`src/rtl/core/tckd_pkg.sv`:
```
`default_nettype none
package tckd_pkg;

   // config register indexes
   localparam logic [2:0] CSR_STEP_SIZE     = 3'd0;
   localparam logic [2:0] CSR_TURN_FLOOR    = 3'd1;
   localparam logic [2:0] CSR_SHORT_LIMIT   = 3'd2;
   localparam logic [2:0] CSR_LONG_MIN      = 3'd3;
   localparam logic [2:0] CSR_SETUP_MIN     = 3'd4;

   localparam logic [6:0]  STEP_SIZE_RST    = 7'd5;
   localparam logic [7:0]  TURN_FLOOR_RST   = 8'd15;
   localparam logic [15:0] SHORT_LIMIT_RST  = 16'd500;
   localparam logic [15:0] LONG_MIN_RST     = 16'd1500;
   localparam logic [15:0] SETUP_MIN_RST    = 16'd5000;

   localparam logic [7:0]  LEVEL_RST        = 8'd128;
   localparam logic [7:0]  LEVEL_MAX        = 8'd255;
   localparam logic [15:0] PRESS_MAX        = 16'hFFFF;

   typedef enum logic [1:0] {
      PRESET_WARM  = 2'd0,
      PRESET_MIXED = 2'd1,
      PRESET_WHITE = 2'd2
   } preset_type;

   typedef struct packed {
      logic [7:0] a;
      logic [7:0] b;
   } level_pair_type;

   function automatic preset_type next_preset(input preset_type p);
      preset_type n;
      case (p)
         PRESET_WARM:  n = PRESET_MIXED;
         PRESET_MIXED: n = PRESET_WHITE;
         PRESET_WHITE: n = PRESET_WARM;
         default:      n = PRESET_WARM;
      endcase
      return n;
   endfunction

   function automatic level_pair_type preset_levels(input preset_type p);
      level_pair_type l;
      case (p)
         PRESET_WARM:  l = '{a: 8'd255, b: 8'd0};
         PRESET_MIXED: l = '{a: 8'd255, b: 8'd255};
         PRESET_WHITE: l = '{a: 8'd0,   b: 8'd255};
         default:      l = '{a: 8'd255, b: 8'd0};
      endcase
      return l;
   endfunction

endpackage
`default_nettype wire

```
`src/rtl/core/two_channel_knob_dimmer_unit.sv`:
```
`default_nettype none
// Latency: a result word is valid the cycle after its request word is taken.
// Throughput: one word per cycle; all tick logic sits between the state
// registers and the result register, and req_stall only rises while a
// held result is stalled downstream.
// Reset (synchronous): config back to defaults, levels 128, duties 0, light on,
// warm preset, press timer cleared, no result pending.
module two_channel_knob_dimmer_unit
   import tckd_pkg::*;
(
   input  wire logic              clock,
   input  wire logic              reset,
   input  wire logic              csr_write,
   input  wire logic [2:0]        csr_index,
   input  wire logic [15:0]       csr_wdata,
   input  wire logic              req_valid,
   output logic                   req_stall,
   input  wire logic signed [1:0] req_turn_dir,
   input  wire logic              req_button_down,
   output logic                   rsp_valid,
   input  wire logic              rsp_stall,
   output logic [7:0]             rsp_duty_a,
   output logic [7:0]             rsp_duty_b,
   output logic                   rsp_light_on,
   output logic                   rsp_setup_request
);

   logic [6:0]  step_size_ff;
   logic [7:0]  turn_floor_ff;
   logic [15:0] short_limit_ff, long_min_ff, setup_min_ff;

   logic [7:0]  level_a_ff, level_a_in, level_b_ff, level_b_in;
   logic [7:0]  out_a_ff, out_a_in, out_b_ff, out_b_in;
   logic        on_ff, on_in;
   preset_type  preset_ff, preset_in;
   logic [15:0] press_ff, press_in;
   logic        prev_btn_ff;
   logic        setup_ff, setup_in;
   logic        rsp_valid_ff;

   logic           accept;
   logic           up, down;
   level_pair_type preset_lv;

   function automatic logic [7:0] sat_add(input logic [7:0] v, input logic [6:0] s);
      logic [8:0] t;
      t = {1'b0, v} + {2'b00, s};
      return t[8] ? LEVEL_MAX : t[7:0];
   endfunction

   // subtract, floored at lo
   function automatic logic [7:0] sat_sub(input logic [7:0] v, input logic [6:0] s,
                                          input logic [7:0] lo);
      logic signed [9:0] t;
      t = $signed({2'b00, v}) - $signed({3'b000, s});
      return (t < $signed({2'b00, lo})) ? lo : t[7:0];
   endfunction

   assign req_stall = rsp_valid_ff & rsp_stall;
   assign accept    = req_valid & ~req_stall;

   assign up   = (req_turn_dir == 2'sb01);
   assign down = req_turn_dir[1];

   always_comb begin
      level_a_in = level_a_ff;
      level_b_in = level_b_ff;
      out_a_in   = out_a_ff;
      out_b_in   = out_b_ff;
      on_in      = on_ff;
      preset_in  = preset_ff;
      press_in   = press_ff;
      setup_in   = 1'b0;
      preset_lv  = preset_levels(next_preset(preset_ff));

      // knob turn first
      if (up || down) begin
         if (!req_button_down) begin
            // normal turn is gated on channel A only
            if (up && level_a_ff != LEVEL_MAX) begin
               level_a_in = sat_add(level_a_ff, step_size_ff);
               level_b_in = sat_add(level_b_ff, step_size_ff);
            end else if (down && level_a_ff > turn_floor_ff) begin
               level_a_in = sat_sub(level_a_ff, step_size_ff, turn_floor_ff);
               level_b_in = sat_sub(level_b_ff, step_size_ff, turn_floor_ff);
            end
         end else if (up) begin
            level_a_in = sat_sub(level_a_ff, step_size_ff, 8'd0);
            level_b_in = sat_add(level_b_ff, step_size_ff);
         end else begin
            level_a_in = sat_add(level_a_ff, step_size_ff);
            level_b_in = sat_sub(level_b_ff, step_size_ff, 8'd0);
         end
         out_a_in = level_a_in;
         out_b_in = level_b_in;
      end

      if (prev_btn_ff && press_ff != PRESS_MAX) begin
         press_in = press_ff + 16'd1;
      end

      if (!prev_btn_ff && req_button_down) begin
         press_in = '0;
      end else if (prev_btn_ff && !req_button_down) begin
         // release: classify with the count that includes this tick
         if (press_in >= setup_min_ff) begin
            setup_in = 1'b1;
         end else if (press_in >= long_min_ff) begin
            preset_in  = next_preset(preset_ff);
            level_a_in = preset_lv.a;
            level_b_in = preset_lv.b;
            out_a_in   = preset_lv.a;
            out_b_in   = preset_lv.b;
            on_in      = 1'b1;
         end else if (press_in < short_limit_ff) begin
            on_in = ~on_ff;
            if (!on_ff) begin
               out_a_in = level_a_in;
               out_b_in = level_b_in;
            end else begin
               out_a_in = '0;
               out_b_in = '0;
            end
         end
      end
   end

   always_ff @(posedge clock) begin
      if (reset) begin
         step_size_ff   <= STEP_SIZE_RST;
         turn_floor_ff  <= TURN_FLOOR_RST;
         short_limit_ff <= SHORT_LIMIT_RST;
         long_min_ff    <= LONG_MIN_RST;
         setup_min_ff   <= SETUP_MIN_RST;
      end else if (csr_write) begin
         case (csr_index)
            CSR_STEP_SIZE:   step_size_ff   <= csr_wdata[6:0];
            CSR_TURN_FLOOR:  turn_floor_ff  <= csr_wdata[7:0];
            CSR_SHORT_LIMIT: short_limit_ff <= csr_wdata;
            CSR_LONG_MIN:    long_min_ff    <= csr_wdata;
            CSR_SETUP_MIN:   setup_min_ff   <= csr_wdata;
            default: ;
         endcase
      end
   end

   // tick state doubles as the result word; it only moves when a word is taken,
   // which never happens while a held result is stalled
   always_ff @(posedge clock) begin
      if (reset) begin
         level_a_ff   <= LEVEL_RST;
         level_b_ff   <= LEVEL_RST;
         out_a_ff     <= '0;
         out_b_ff     <= '0;
         on_ff        <= 1'b1;
         preset_ff    <= PRESET_WARM;
         press_ff     <= '0;
         prev_btn_ff  <= 1'b0;
         setup_ff     <= 1'b0;
         rsp_valid_ff <= 1'b0;
      end else begin
         if (accept) begin
            level_a_ff  <= level_a_in;
            level_b_ff  <= level_b_in;
            out_a_ff    <= out_a_in;
            out_b_ff    <= out_b_in;
            on_ff       <= on_in;
            preset_ff   <= preset_in;
            press_ff    <= press_in;
            prev_btn_ff <= req_button_down;
            setup_ff    <= setup_in;
         end
         if (accept) begin
            rsp_valid_ff <= 1'b1;
         end else if (!rsp_stall) begin
            rsp_valid_ff <= 1'b0;
         end
      end
   end

   assign rsp_valid         = rsp_valid_ff;
   assign rsp_duty_a        = out_a_ff;
   assign rsp_duty_b        = out_b_ff;
   assign rsp_light_on      = on_ff;
   assign rsp_setup_request = setup_ff;

endmodule
`default_nettype wire
```
`config.mk`:
```
export PLATFORM = sky130hd
export DESIGN_NAME = two_channel_knob_dimmer_unit
export DESIGN_NICKNAME = d
export VERILOG_FILES = /design/src/rtl/core/tckd_pkg.sv /design/src/rtl/core/two_channel_knob_dimmer_unit.sv
export SDC_FILE = /design/constraint.sdc
export NUM_CORES = 1
export LEC_CHECK = 0
export BUFFER_PORTS_ARGS = -buffer_cell sky130_fd_sc_hd__buf_2
export CAP_MARGIN = 5
export CELL_PAD_IN_SITES_DETAIL_PLACEMENT = 1
export CELL_PAD_IN_SITES_GLOBAL_PLACEMENT = 1
export CORE_AREA = 8 8 185 187
export CTS_CLUSTER_DIAMETER = 100
export DETAILED_ROUTE_END_ITERATION = 10
export DIE_AREA = 0 0 193 195
export HOLD_SLACK_MARGIN = 0.15
export MAX_ROUTING_LAYER = met4
export PLACE_DENSITY = 0.59
export SLEW_MARGIN = 20
export SYNTH_ARGS = -nofsm -noshare
export SYNTH_HDL_FRONTEND = slang
export SYNTH_SLANG_ARGS = --single-unit
export TNS_END_PERCENT = 30
```
`constraint.sdc`:
```
create_clock -name clock -period 4.8 [get_ports clock]
set_input_delay 0.72 -clock clock [delete_from_list [all_inputs] [get_ports clock]]
set_output_delay 0.72 -clock clock [all_outputs]
set_load 0.02 [all_outputs]
```
=== Word level (Yosys, flattened, before mapping) ===
Cells that the tools add are included.

* Bits in registers: 117
* Bits in latches: 0
* Memory bits (writable): 0
* Bits in read-only memories: 0
* Input port bits: 27
* Output and inout port bits: 20
* Logic and storage cells: 112
* Memories: 0

* Add/sub/neg operators: 5
* Multipliers: 0
* Divide/modulo/power cells: 0
* Magnitude comparators: 8
* Eq/ne operators: 11
* Shift operators: 0
* Multiplexer cells: 49
* Bitwise operators: 6
* Reduce and logical (&&, ||, !) cells: 18

{| class="wikitable"
|+ Operator list
! cell !! number
|-
| $mux W8 || 38
|-
| $ge A16 B16 Y1 || 2
|-
| $mux W16 || 2
|-
| $pmux W16 S2 || 1
|-
| $add A8 B7 Y9 || 2
|-
| $lt A9 B1 Y1 const B || 2
|-
| $lt A9 B9 Y1 || 2
|-
| $sub A8 B7 Y9 || 2
|-
| $add A16 B1 Y16 const B || 1
|-
| $lt A16 B16 Y1 || 1
|-
| $ne A16 B16 Y1 const B || 1
|-
| $reduce_and A2 Y1 || 5
|-
| $reduce_and A5 Y1 || 2
|-
| $gt A8 B8 Y1 || 1
|-
| $ne A8 B8 Y1 const B || 1
|-
| $mux W1 || 7
|-
| $eq A3 B2 Y1 const B || 2
|-
| $logic_and A1 B1 Y1 || 5
|-
| $eq A2 B1 Y1 const B || 2
|-
| $eq A2 B2 Y1 const B || 2
|-
| $not A1 Y1 || 4
|-
| $pmux W2 S2 || 1
|-
| $eq A3 B1 Y1 const B || 1
|-
| $eq A3 B3 Y1 const B || 1
|-
| other kinds (7) || 9
|}

=== Depth between registers and ports, before layout ===
Gate-level depths: netlist of run 1.

* Depth in word-level cells: 13
* Gate-level depth with buffers: 19
* Mapped depth without buffers: 17

=== Worst setup path before layout of run 1 ===
OpenSTA, ideal clock, no wires.

* Path type: flip-flop to flip-flop
* Start: register press_ff[0]
* End: register level_a_ff[5]
* Library setup time: 0.119 ns
* Arrival: 4.035 ns
* Required time: 4.681 ns
* Slack: 0.646 ns
* Cell stages (with the launch flop): 17
* Path buffers: 0
* Period minus slack after synthesis: 4.154 ns
* Cells stage by stage: dfxtp_1 > ha_1 > nand4_1 > nor4_4 > nor4_1 > and2_1 > nand4_1 > xnor2_1 > ha_1 > a211oi_1 > o22ai_1 > or3_1 > o21ai_1 > nand3_1 > nor3_1 > a21oi_1 > o221a_2

* Longest elaborated chain between the ends: 8
* Elaborated cells between the ends (all ways): 10
* Classes of those cells: 1 x add/sub; 2 x order compare; 1 x eq/ne; 5 x mux; 1 x reduce/logical

{| class="wikitable"
|+ RTL lines
! what !! RTL line !! RTL
|-
| from (decl) || two_channel_knob_dimmer_unit.sv:36 || <nowiki>logic [15:0] press_ff, press_in;</nowiki>
|-
| from (signal assigned) || two_channel_knob_dimmer_unit.sv:169 || <nowiki>press_ff <= press_in;</nowiki>
|-
| parallel branches: the longest is 2 deep, another holds $add A16 B1 Y16 || - ||
|-
| $mux W16 (*) || two_channel_knob_dimmer_unit.sv:98 || <nowiki>if (prev_btn_ff && press_ff != PRESS_MAX) begin</nowiki>
|-
| $ge A16 B16 Y1 || two_channel_knob_dimmer_unit.sv:108 || <nowiki>end else if (press_in >= long_min_ff) begin</nowiki>
|-
| $mux W8 || two_channel_knob_dimmer_unit.sv:108 ||
|-
| $mux W8 (*) || two_channel_knob_dimmer_unit.sv:106 || <nowiki>if (press_in >= setup_min_ff) begin</nowiki>
|-
| $mux W8 (*) || two_channel_knob_dimmer_unit.sv:104 || <nowiki>end else if (prev_btn_ff && !req_button_down) begin</nowiki>
|-
| $mux W8 (*) || two_channel_knob_dimmer_unit.sv:102 || <nowiki>if (!prev_btn_ff && req_button_down) begin</nowiki>
|-
| to (signal assigned) || two_channel_knob_dimmer_unit.sv:163 || <nowiki>level_a_ff <= level_a_in;</nowiki>
|-
| to (decl) || two_channel_knob_dimmer_unit.sv:32 || <nowiki>logic [7:0] level_a_ff, level_a_in, level_b_ff, level_b_in;</nowiki>
|}

Mark *: on every way between the ends.
A chain may end at the register's enable or synchronous reset.

=== Worst setup path in the final report of run 1 ===
* Start: register press_ff[1]
* End: register out_b_ff[4], in the netlist rsp_duty_b[4]

* Longest elaborated chain between the ends: 9
* Elaborated cells between the ends (all ways): 12
* Classes of those cells: 1 x add/sub; 3 x order compare; 1 x eq/ne; 6 x mux; 1 x reduce/logical

{| class="wikitable"
|+ RTL lines
! what !! RTL line !! RTL
|-
| parallel branches: the longest is 2 deep, another holds $add A16 B1 Y16 || - ||
|-
| $mux W16 (*) || two_channel_knob_dimmer_unit.sv:98 ||
|-
| $lt A16 B16 Y1 || two_channel_knob_dimmer_unit.sv:115 || <nowiki>end else if (press_in < short_limit_ff) begin</nowiki>
|-
| $mux W8 || two_channel_knob_dimmer_unit.sv:115 ||
|-
| $mux W8 || two_channel_knob_dimmer_unit.sv:108 ||
|-
| $mux W8 (*) || two_channel_knob_dimmer_unit.sv:106 ||
|-
| $mux W8 (*) || two_channel_knob_dimmer_unit.sv:104 ||
|-
| $mux W8 (*) || two_channel_knob_dimmer_unit.sv:102 ||
|-
| to (signal assigned) || two_channel_knob_dimmer_unit.sv:166 || <nowiki>out_b_ff <= out_b_in;</nowiki>
|-
| to (decl) || two_channel_knob_dimmer_unit.sv:33 || <nowiki>logic [7:0] out_a_ff, out_a_in, out_b_ff, out_b_in;</nowiki>
|}

Marks and branches as above.

==> out/metrics.csv, run 1 <==
metric,value,unit
antenna-violating nets left,0,
share of cells above drive strength 1,0.133,
port bufs,46,
Leak Pwr,4.45,nW
run status,"complete, no violations",
area post-placement,0.0100,sq mm
CP max FO,6,
number of vias per cell,5.58,
CTS H-tree depth,4,
ANT cells,0,
io pins,47,
Synth Net Count,1338,
YS warnings,0,
Max Clock Freq,221,MHz
number of global-route vias before repair,9766,
Core Area,0.0312,sq mm
via count,9406,
ys async rst share,0,
largest net degree at the start of global routing,77,
Initial Util,0.294,
max_slew headroom,0.311,
Num CTS Buffers,17,
CP Capture Type,register,
area growth from synthesis to layout,16.5,%
Mapped Area,0.00919,sq mm
met1 Track Usage GR,0.235,
kind of critical path,reg -> reg,
Final Cycle Share,0.941,
# hold bufs at CTS,0,
cell area after layout,0.0107,sq mm
Post-synth EDFFs,0,
R2R depth,16,
final hold violation count,0,
Cell Rows,65,
placer congestion estimate,0.927,
"Seq/Total Area, Yosys",0.255,
Placed Cells incl. Taps,1647,
total of max-cap violations,0,
routing usage on met3,0.0278,
Post-Layout Cell Count,1685,
combinational cell fraction of total power,0.281,
Die X,193,um
minimum clock period,4.52,ns
WHS Path Cells,2,
crit-path cells,ha_1 > nand4_1 > nor4_4 > nor4_2 > and2_1 > nand4_1 > xnor2_1 > ha_1 > a211oi_1 > o22ai_1 > or3_1 > o21a_1 > nor4_1 > o22ai_1 > a211o_1 > a32oi_1,
CP Launch Type,register,
endpoints failing setup,0,
actual slew at the worst max-slew pin,1.03,ns
Net Sw Power,1.16,mW
Synth Register Bits,117,
worst skew pair latency,0.43,ns
fin nets,1399,
final WL,36900,um
syn avg cell area,7.60,sq um
Power per Cell Area,305,mW/mm^2
Switching Fraction,0.356,
sequential power share,0.327,
CP max stage delay,0.50,ns
Root Driver,clkbuf_16,
gr busiest metal,met2,
DRT iter0 DRCs,398,
initial antenna violation count,0,
dpl hpwl,28400,um
residual DRC count,0,
deepest clock path buffer count,2,
Clk network pwr share,0.392,
"Remaining Overflow, GRT",0,
Final Skew,0.0121,ns
slowest CP cell,nor4_1,
average wire per standard cell,21.9,um
Critical Path AT,4.87,ns
Hold Path Class,reg -> reg,
"Distinct cells, synth",78,
Synth Flop Type,dfxtp_1,
internal power,2.10,mW
TritonRoute pass-1 iters,5,
CTS tree,built,
first-pass GRT wire length,57700,um
clock-pin transition on the worst setup and hold timing paths,0.06,ns
Peak VDD IR,226,uV
die footprint,0.0376,sq mm
Num Clock Sinks,117,
Die Y,195,um
Mapped Cells,1209,
total global routing track utilization,0.203,
Worst Path Required,5.15,ns
Final Slew Violations,0,
met2 Usage GRT,0.350,
path summary, 6_finish.rpt:
| check | from | to | slack (ns) |
|---|---|---|---|
| setup / recovery | press_ff[1]$_SDFFE_PP0P_ | rsp_duty_b[4]$_SDFFE_PP0P_ | 0.28 |
| hold / removal | rsp_setup_request$_SDFFE_PP0P_ | rsp_setup_request$_SDFFE_PP0P_ | 0.46 |
| setup reg to reg | press_ff[1]$_SDFFE_PP0P_ | rsp_duty_b[4]$_SDFFE_PP0P_ | 0.28 |
| hold reg to reg | rsp_setup_request$_SDFFE_PP0P_ | rsp_setup_request$_SDFFE_PP0P_ | 0.46 |
registers in the layout, summed over array words and instances, names as in the netlist:
register           cells
rsp_duty_a             8
level_b_ff             8
prev_btn_ff            1
step_size_ff           7
setup_min_ff          16
preset_ff              2
level_a_ff             8
rsp_duty_b             8
short_limit_ff        16
press_ff              16
rsp_setup_request      1
turn_floor_ff          8
long_min_ff           16
rsp_light_on           1
rsp_valid              1
worst max-delay path: cells and delay by family, from the launching register on:
family / cells / cell delay, ns
xor+xnor: 1 / 0.42
compound gates: 6 / 1.27
fa+ha+maj: 2 / 0.58
simple gates: 7 / 1.81
flops: 1 / 0.35
through the flow:
step                      total power, mW   util  worst slack [ns]  hold slack (ns)  TNS, ns
after floorplan                      1.67      -             0.646            0.436        0
after global placement               1.97  0.322             0.185            0.444        0
after detailed placement             1.99  0.322             0.132            0.451        0
after CTS                            3.28  0.340           0.00413            0.460        0
after global routing                 3.42  0.343           -0.0126            0.479  -0.0191
final                                3.26  0.343             0.282            0.458        0
routing by layer:
layer | vias to the layer above | part of all wire
met3 | 71 | 0.034
met2 | 228 | 0.50
met5 | - | 0
li1 | 4520 | -
met4 | 0 | 0.035
met1 | 4587 | 0.43
cells in the final DEF, fill, tap and decap left out, types with 6 or more instances in the layout:
cell type and n:
a22oi_1 12, a21boi_0 6, o21bai_1 7, o221ai_1 8
ha_1 98, xnor2_1 20, xor2_1 11, o21a_1 11
buf_4 58, buf_2 46, nand4_1 10, mux2i_1 13
inv_1 92, a211oi_1 26, nor3_1 23, nor2_1 92
o22ai_1 7, o21ai_0 59, nor4_1 12, a311oi_1 8
nand2b_1 6, dfxtp_1 117, clkbuf_16 17, nor2b_1 15
a21o_1 11, and3_1 7, o31ai_1 7, a21oi_1 104
a221oi_1 12, nand2_1 171, a211o_1 7, or3_1 7
o211ai_1 36, nand3_1 32
area by class of cell:
class / count / area [sq um]
Multi-Input combinational cell: 938 / 6270
Clock inverter: 14 / 143
Inverter: 92 / 345
Sequential cell: 117 / 2340
Timing Repair Buffer: 104 / 666
Fill cell: 3848 / 20500
Tap cell: 402 / 503
Clock buffer: 18 / 439
Yosys cell counts, drive strengths merged (7+ instances only):
master | n | area share
a211o | 7 | 0.0067
a211oi | 29 | 0.024
a21o | 11 | 0.0090
a21oi | 106 | 0.058
a221oi | 12 | 0.011
a22oi | 12 | 0.0098
a311oi | 8 | 0.0076
and3 | 7 | 0.0048
buf | 22 | 0.012
clkbuf | 40 | 0.016
dfxtp | 117 | 0.25
ha | 98 | 0.13
inv | 92 | 0.038
mux2i | 13 | 0.014
nand2 | 171 | 0.070
nand3 | 32 | 0.017
nand4 | 12 | 0.010
nor2 | 93 | 0.038
nor2b | 15 | 0.010
nor3 | 25 | 0.015
nor4 | 16 | 0.014
o211ai | 36 | 0.029
o21a | 12 | 0.0098
o21ai | 64 | 0.035
o21bai | 7 | 0.0057
o221ai | 8 | 0.0076
o22ai | 7 | 0.0048
o31ai | 7 | 0.0057
or3 | 7 | 0.0048
xnor2 | 20 | 0.019
xor2 | 11 | 0.010
power by group through the flow:
stage	Combinational (mW)	Clock, mW	Sequential (mW)
floorplan	0.587	0	1.09
detailed placement	0.901	0	1.09
CTS	0.908	1.30	1.07
finish	0.916	1.28	1.07
global route	1.00	1.35	1.07
global placement	0.887	0	1.09
cells by family (layout without fill, tap and decap cells):
kind of cell / count (synthesis) / after routing / synth area share
AND/OR/NAND/NOR: 403 / 403 / 0.204
AO/OA/AOI/OAI: 384 / 384 / 0.283
buffers and inverters: 154 / 228 / 0.0663
flip-flops: 117 / 117 / 0.255
adder cells (fa/ha/maj): 102 / 102 / 0.142
XOR/XNOR: 31 / 31 / 0.0296
multiplexers: 18 / 18 / 0.0203
timing repair:
action / 4_1_cts / 5_1_grt
endpoints found under the setup margin: 0 / 30
resized for setup: 0 / 8
buffers inserted: 0 / 6
Note: power is estimated with default switching activity, not from simulation.
==> inputs of run 2 (changes only) <==
Settings changed: PLACE_DENSITY 0.59 to not set, PLACE_DENSITY_LB_ADDON set to 0.1.
==> run 2 against run 1 <==
  * Sequential cell count unchanged
  * Hold slack got worse by 0.0040 ns
  * Global-route usage increased by 0.45 points
  * Worst setup slack improved by 0.030 ns
  * Die area unchanged
  * Fmax increased by 0.67%
  * Combinational power about the same
  * Final area increased by 1.3%
  * Critical path depth increased by 3
  * First-iteration DRC count decreased by 7.5%
  * Clock power increased by 16%
  * Sequential power about the same
  * Critical endpoint is now rsp_duty_a[7]$_SDFFE_PP0P_
  * Largest cell class unchanged
==> out/metrics.csv, run 2 (synthesis gave the netlist of run 1 again) <==
metric,value,unit,change
"Remaining Overflow, GRT",0,,unchanged
initial antenna violation count,1,,+1
actual slew at the worst max-slew pin,1.01,ns,-0.0238 ns
CP Launch Type,register,,
port bufs,46,,unchanged
most frequent cells in the layout,"nand2_1, dfxtp_1, a21oi_1",,
average wire per standard cell,22.4,um,+2.1%
total global routing track utilization,0.208,,+0.00450
Num CTS Buffers,17,,unchanged
Final Skew,0.0218,ns,+0.00969 ns
Worst Path Required,5.15,ns,about the same
number of global-route vias before repair,9598,,-1.7%
worst skew pair latency,0.44,ns,about the same
CP max stage delay,0.53,ns,+0.03 ns
Critical Path AT,4.84,ns,-0.03 ns
area growth from synthesis to layout,18.0,%,
Root Driver,clkbuf_16,,
CP max FO,8,,+2
residual DRC count,0,,unchanged
via count,9389,,-0.18%
placer congestion estimate,0.879,,-5.2%
Post-Layout Cell Count,1693,,+0.47%
antenna-violating nets left,0,,unchanged
share of cells above drive strength 1,0.135,,+0.00238
Die X,193,um,unchanged
crit-path cells,ha_1 > nand4_1 > nor4_4 > nor4_1 > buf_4 > and2_1 > nand2_1 > nor2_1 > xor2_1 > ha_1 > nand2_1 > nor4_1 > o211ai_1 > o21a_1 > o211ai_1 > buf_4 > o31a_1 > inv_1 > a211oi_1,,
minimum clock period,4.49,ns,-0.0299 ns
slowest CP cell,o211ai_1,,
r2r setup slk,0.31,ns,+0.03 ns
deepest clock path buffer count,2,,unchanged
CTS tree,built,,
total of max-cap violations,0,,unchanged
Placed Cells incl. Taps,1654,,+0.43%
run status,"complete, no violations",,
Initial Util,0.294,,unchanged
fin nets,1406,,+0.50%
CP Capture Type,register,,
Peak VDD IR,276,uV,+22%
number of vias per cell,5.55,,-0.65%
TritonRoute pass-1 iters,4,,-1
Hold Path Class,reg -> reg,,
dpl hpwl,29700,um,+4.5%
# hold bufs at CTS,0,,unchanged
endpoints failing setup,0,,unchanged
die footprint,0.0376,sq mm,unchanged
Num Clock Sinks,117,,unchanged
io pins,47,,unchanged
overall power,3.47,mW,+6.3%
clock-pin transition on the worst setup and hold timing paths,0.06,ns,about the same
Leak Pwr,4.53,nW,+1.8%
pre-CTS setup slack,0.173,ns,+0.0411 ns
Power per Cell Area,320,mW/mm^2,+5.0%
final WL,37900,um,+2.6%
largest net degree at the start of global routing,57,,-26%
final hold violation count,0,,unchanged
Core Area,0.0312,sq mm,unchanged
unrepaired setup endpoints after global routing,yes,,
Final Cycle Share,0.935,,-0.00623
Cell Rows,65,,unchanged
Final WS setup,0.312,ns,+0.0299 ns
CTS H-tree depth,4,,unchanged
Die Y,195,um,unchanged
DRT iter0 DRCs,368,,-7.5%
Max Clock Freq,223,MHz,+0.67%
first-pass GRT wire length,57700,um,about the same
max_slew headroom,0.327,,+0.0159
kind of critical path,reg -> reg,,
Final Slew Violations,0,,unchanged
"most common cell after layout, fill and taps aside",nand2_1,,
[run 2: cell count changes in the layout (fill, tap and decap cells not counted), moves of 2 or more]
cell | before | now
a211oi_1 | 26 | 28
a211oi_2 | 3 | 1
buf_4 | 58 | 65
bufinv_16 | 1 | 5
clkinvlp_4 | 3 | 1
nor3_1 | 23 | 21
nor3_2 | 1 | 3
[run 2: layer usage]
metal / GRT usage / vias to the layer above / wire length, um
met4: 0.0909 / 0 / 1460
met5: - / - / 0
met3: 0.0278 / 71 / 1260
met1: 0.237 / 4587 / 16100
met2: 0.358 / 200 / 19100
li1: - / 4531 / -
[run 2: timing repair]
item / in CTS / in global routing
resized for setup: 0 / 7
setup buffers: 0 / 6
endpoints found under the setup margin: 0 / 22
[run 2: final cells by class]
cell class                      count  area (sq um)
Sequential cell                   117          2340
Antenna cell                        1          2.50
Clock inverter                     13           219
Fill cell                        3823         20400
Multi-Input combinational cell    938          6270
Timing Repair Buffer              111           718
Tap cell                          402           503
Inverter                           92           345
Clock buffer                       19           443
[run 2: final timing paths]
kind / start / end / cells after the start
setup / recovery: press_ff[1]$_SDFFE_PP0P_ / rsp_duty_a[7]$_SDFFE_PP0P_ / 19
hold / removal: long_min_ff[11]$_SDFFE_PP0P_ / long_min_ff[11]$_SDFFE_PP0P_ / 2
setup reg to reg: press_ff[1]$_SDFFE_PP0P_ / rsp_duty_a[7]$_SDFFE_PP0P_ / 19
hold reg to reg: long_min_ff[11]$_SDFFE_PP0P_ / long_min_ff[11]$_SDFFE_PP0P_ / 2
[run 2: where the power goes]
group	leakage [nW]	internal [mW]	switching [mW]	total (mW)
Sequential	0.953	1.01	0.0514	1.07
Combinational	3.26	0.350	0.569	0.919
Clock	0.319	0.944	0.536	1.48
[run 2: worst max-delay path, delay by kind of cell (launching register included)]
| kind | cells | cell delay [ns] |
|---|---|---|
| adder cells (fa/ha/maj) | 2 | 0.54 |
| buffers and inverters | 3 | 0.46 |
| XOR/XNOR | 1 | 0.16 |
| AND/OR/NAND/NOR | 8 | 1.43 |
| AO/OA/AOI/OAI | 5 | 1.40 |
| flip-flops | 1 | 0.40 |
[run 2: through the flow]
stage / instance area (sq um) / TNS (ns) / util / hold slack (ns)
floorplan: 9190 / 0 / - / 0.436
global placement: 10100 / 0 / 0.323 / 0.444
detailed placement: 10100 / 0 / 0.323 / 0.448
CTS: 10800 / 0 / 0.345 / 0.457
global route: 10800 / -0.0239 / 0.347 / 0.474
finish: 10800 / 0 / 0.347 / 0.454
==> inputs of run 3 (changes only) <==
Settings changed: PLACE_DENSITY set to 0.66, PLACE_DENSITY_LB_ADDON 0.1 to not set.
==> run 3 against run 2 <==
  * Via count rose by 1.2%
  * Routed wire length fell by 5.6%
  * Combinational power barely moved
  * Die area did not move
  * Clock skew fell by 0.0057 ns
  * Non-clock buffer count fell by 14
  * Clock power fell by 5%
  * Critical path type unchanged
  * Critical endpoint is now rsp_duty_a[1]$_SDFFE_PP0P_
  * Largest power group unchanged
==> out/metrics.csv, run 3 (synthesis gave the netlist of run 1 again) <==
metric,value,unit,change
run status,"complete, no violations",,
"Remaining Overflow, GRT",0,,unchanged
fin nets,1392,,-1.0%
placer congestion estimate,0.904,,+2.9%
unrepaired setup endpoints after global routing,yes,,
pre-CTS setup slack,0.0236,ns,-0.150 ns
area post-placement,0.0100,sq mm,-0.89%
Hold Path Class,reg -> reg,,
Final Skew,0.0161,ns,-0.00573 ns
TritonRoute pass-1 iters,6,,+2
endpoints failing setup,0,,unchanged
combinational cell fraction of total power,0.272,,+0.007
largest net degree at the start of global routing,77,,+35%
first-pass GRT wire length,56600,um,-2.0%
io pins,47,,unchanged
via count,9498,,+1.2%
sequential power share,0.313,,+0.005
clock-pin transition on the worst setup and hold timing paths,0.07,ns,about the same
Clk network pwr share,0.415,,-0.012
Max Clock Freq,221,MHz,-0.60%
Root Driver,clkbuf_16,,
Num Clock Sinks,117,,unchanged
post-layout util,0.344,,-0.00317
Critical Path AT,4.84,ns,about the same
Power per Cell Area,316,mW/mm^2,-1.2%
initial antenna violation count,0,,-1
antenna-violating nets left,0,,unchanged
actual slew at the worst max-slew pin,1.00,ns,-0.00549 ns
dpl hpwl,27700,um,-6.6%
ANT cells,0,,-1
residual DRC count,0,,unchanged
Net Sw Power,1.18,mW,+2.4%
final WL,35800,um,-5.6%
CP Capture Type,register,,
Final WS setup,0.285,ns,-0.0272 ns
Switching Fraction,0.349,,+0.0155
FILL cells,3824,,+0.026%
Final Slew Violations,0,,unchanged
total global routing track utilization,0.199,,-0.00900
total of max-cap violations,0,,unchanged
Leak Pwr,4.45,nW,-1.7%
CTS tree,built,,
number of vias per cell,5.66,,+2.1%
Die Y,195,um,unchanged
average wire per standard cell,21.3,um,-4.8%
minimum clock period,4.52,ns,+0.0272 ns
Final Cycle Share,0.941,,+0.00566
CP max FO,9,,+1
number of global-route vias before repair,9683,,+0.89%
Num CTS Buffers,17,,unchanged
worst skew pair latency,0.44,ns,about the same
most frequent cells in the layout,"nand2_1, dfxtp_1, a21oi_1",,
"most common cell after layout, fill and taps aside",nand2_1,,
deepest clock path buffer count,2,,unchanged
Initial Util,0.294,,unchanged
Cell Rows,65,,unchanged
max_slew headroom,0.328,,+0.00119
internal power,2.21,mW,-4.4%
Worst Path Required,5.13,ns,-0.02 ns
Peak VDD IR,253,uV,-8.4%
final hold violation count,0,,unchanged
cell area after layout,0.0107,sq mm,-0.91%
DRT iter0 DRCs,492,,+34%
share of cells above drive strength 1,0.133,,-0.00165
CTS H-tree depth,4,,unchanged
die footprint,0.0376,sq mm,unchanged
area growth from synthesis to layout,16.9,%,
CP Launch Type,register,,
overall power,3.39,mW,-2.1%
port bufs,46,,unchanged
Core Area,0.0312,sq mm,unchanged
kind of critical path,reg -> reg,,
Die X,193,um,unchanged
run 3: cell count changes in the layout (fill, tap and decap cells not counted), moves of 2 or more:
cell	previous run	this run
nor2_1	93	91
bufinv_16	5	3
buf_4	65	51
inv_8	0	5
nor4_1	13	11
nor4_2	1	3
nor2_2	0	2
run 3: final timing paths:
kind	start	cells after the start	slack [ns]	to
worst min-delay path	setup_min_ff[13]$_SDFFE_PP0P_	2	0.46	setup_min_ff[13]$_SDFFE_PP0P_
worst max register to register	step_size_ff[0]$_SDFFE_PP1P_	17	0.28	rsp_duty_a[1]$_SDFFE_PP0P_
worst max-delay path	step_size_ff[0]$_SDFFE_PP1P_	17	0.28	rsp_duty_a[1]$_SDFFE_PP0P_
worst min register to register	setup_min_ff[13]$_SDFFE_PP0P_	2	0.46	setup_min_ff[13]$_SDFFE_PP0P_
run 3: metrics by stage:
step | setup TNS (ns) | hold slack [ns] | cells
after global placement | 0 | 0.445 | 1642
final | 0 | 0.458 | 1678
after global routing | -0.0658 | 0.479 | 1678
after CTS | 0 | 0.459 | 1674
after floorplan | 0 | 0.436 | 1209
after detailed placement | 0 | 0.450 | 1642
run 3: repair_timing:
| action | CTS | global route |
|---|---|---|
| setup endpoints to repair | 1 | 35 |
| setup buffers | 0 | 4 |
| pin swaps | 0 | 3 |
| hold buffers | 0 | 0 |
| gates resized for setup | 1 | 16 |
run 3: worst max-delay path, cell delays in order (launching register included):
cell      delay (ns)
dfxtp_1         0.48
ha_1            0.22
inv_1           0.06
fa_1            0.42
buf_4           0.17
a21o_1          0.17
a21oi_1         0.16
xnor2_1         0.26
ha_1            0.34
a21o_1          0.19
a21o_1          0.17
a211o_1         0.28
o221ai_1        0.34
buf_4           0.27
mux2i_1         0.09
a22oi_1         0.35
nand2_1         0.12
a221oi_1        0.30
run 3: final cells by class:
class                   count  area [sq um]  area share
clock buffers              17           425      0.0396
clock inverters            15           208      0.0193
flip-flops and latches    117          2340       0.218
repair buffers             97           613      0.0571
inverters                  92           345      0.0321
multi-input cells         938          6310       0.587
well taps                 402           503      0.0468
run 3: metal layers:
layer	share of wire	GRT usage	wire, um	vias to the layer above
li1	-	-	-	4503
met1	0.43	0.239	15300	4659
met4	0.041	0.0863	1460	0
met2	0.49	0.329	17600	248
met3	0.039	0.0241	1400	88
met5	0	-	0	-
run 3: power by group through the flow:
stage               Clock [mW]  Sequential (mW)  Combinational, mW
floorplan                    0             1.09              0.587
global route              1.47             1.07               1.01
global placement             0             1.08              0.884
CTS                       1.43             1.06              0.909
finish                    1.41             1.06              0.921
detailed placement           0             1.08              0.901
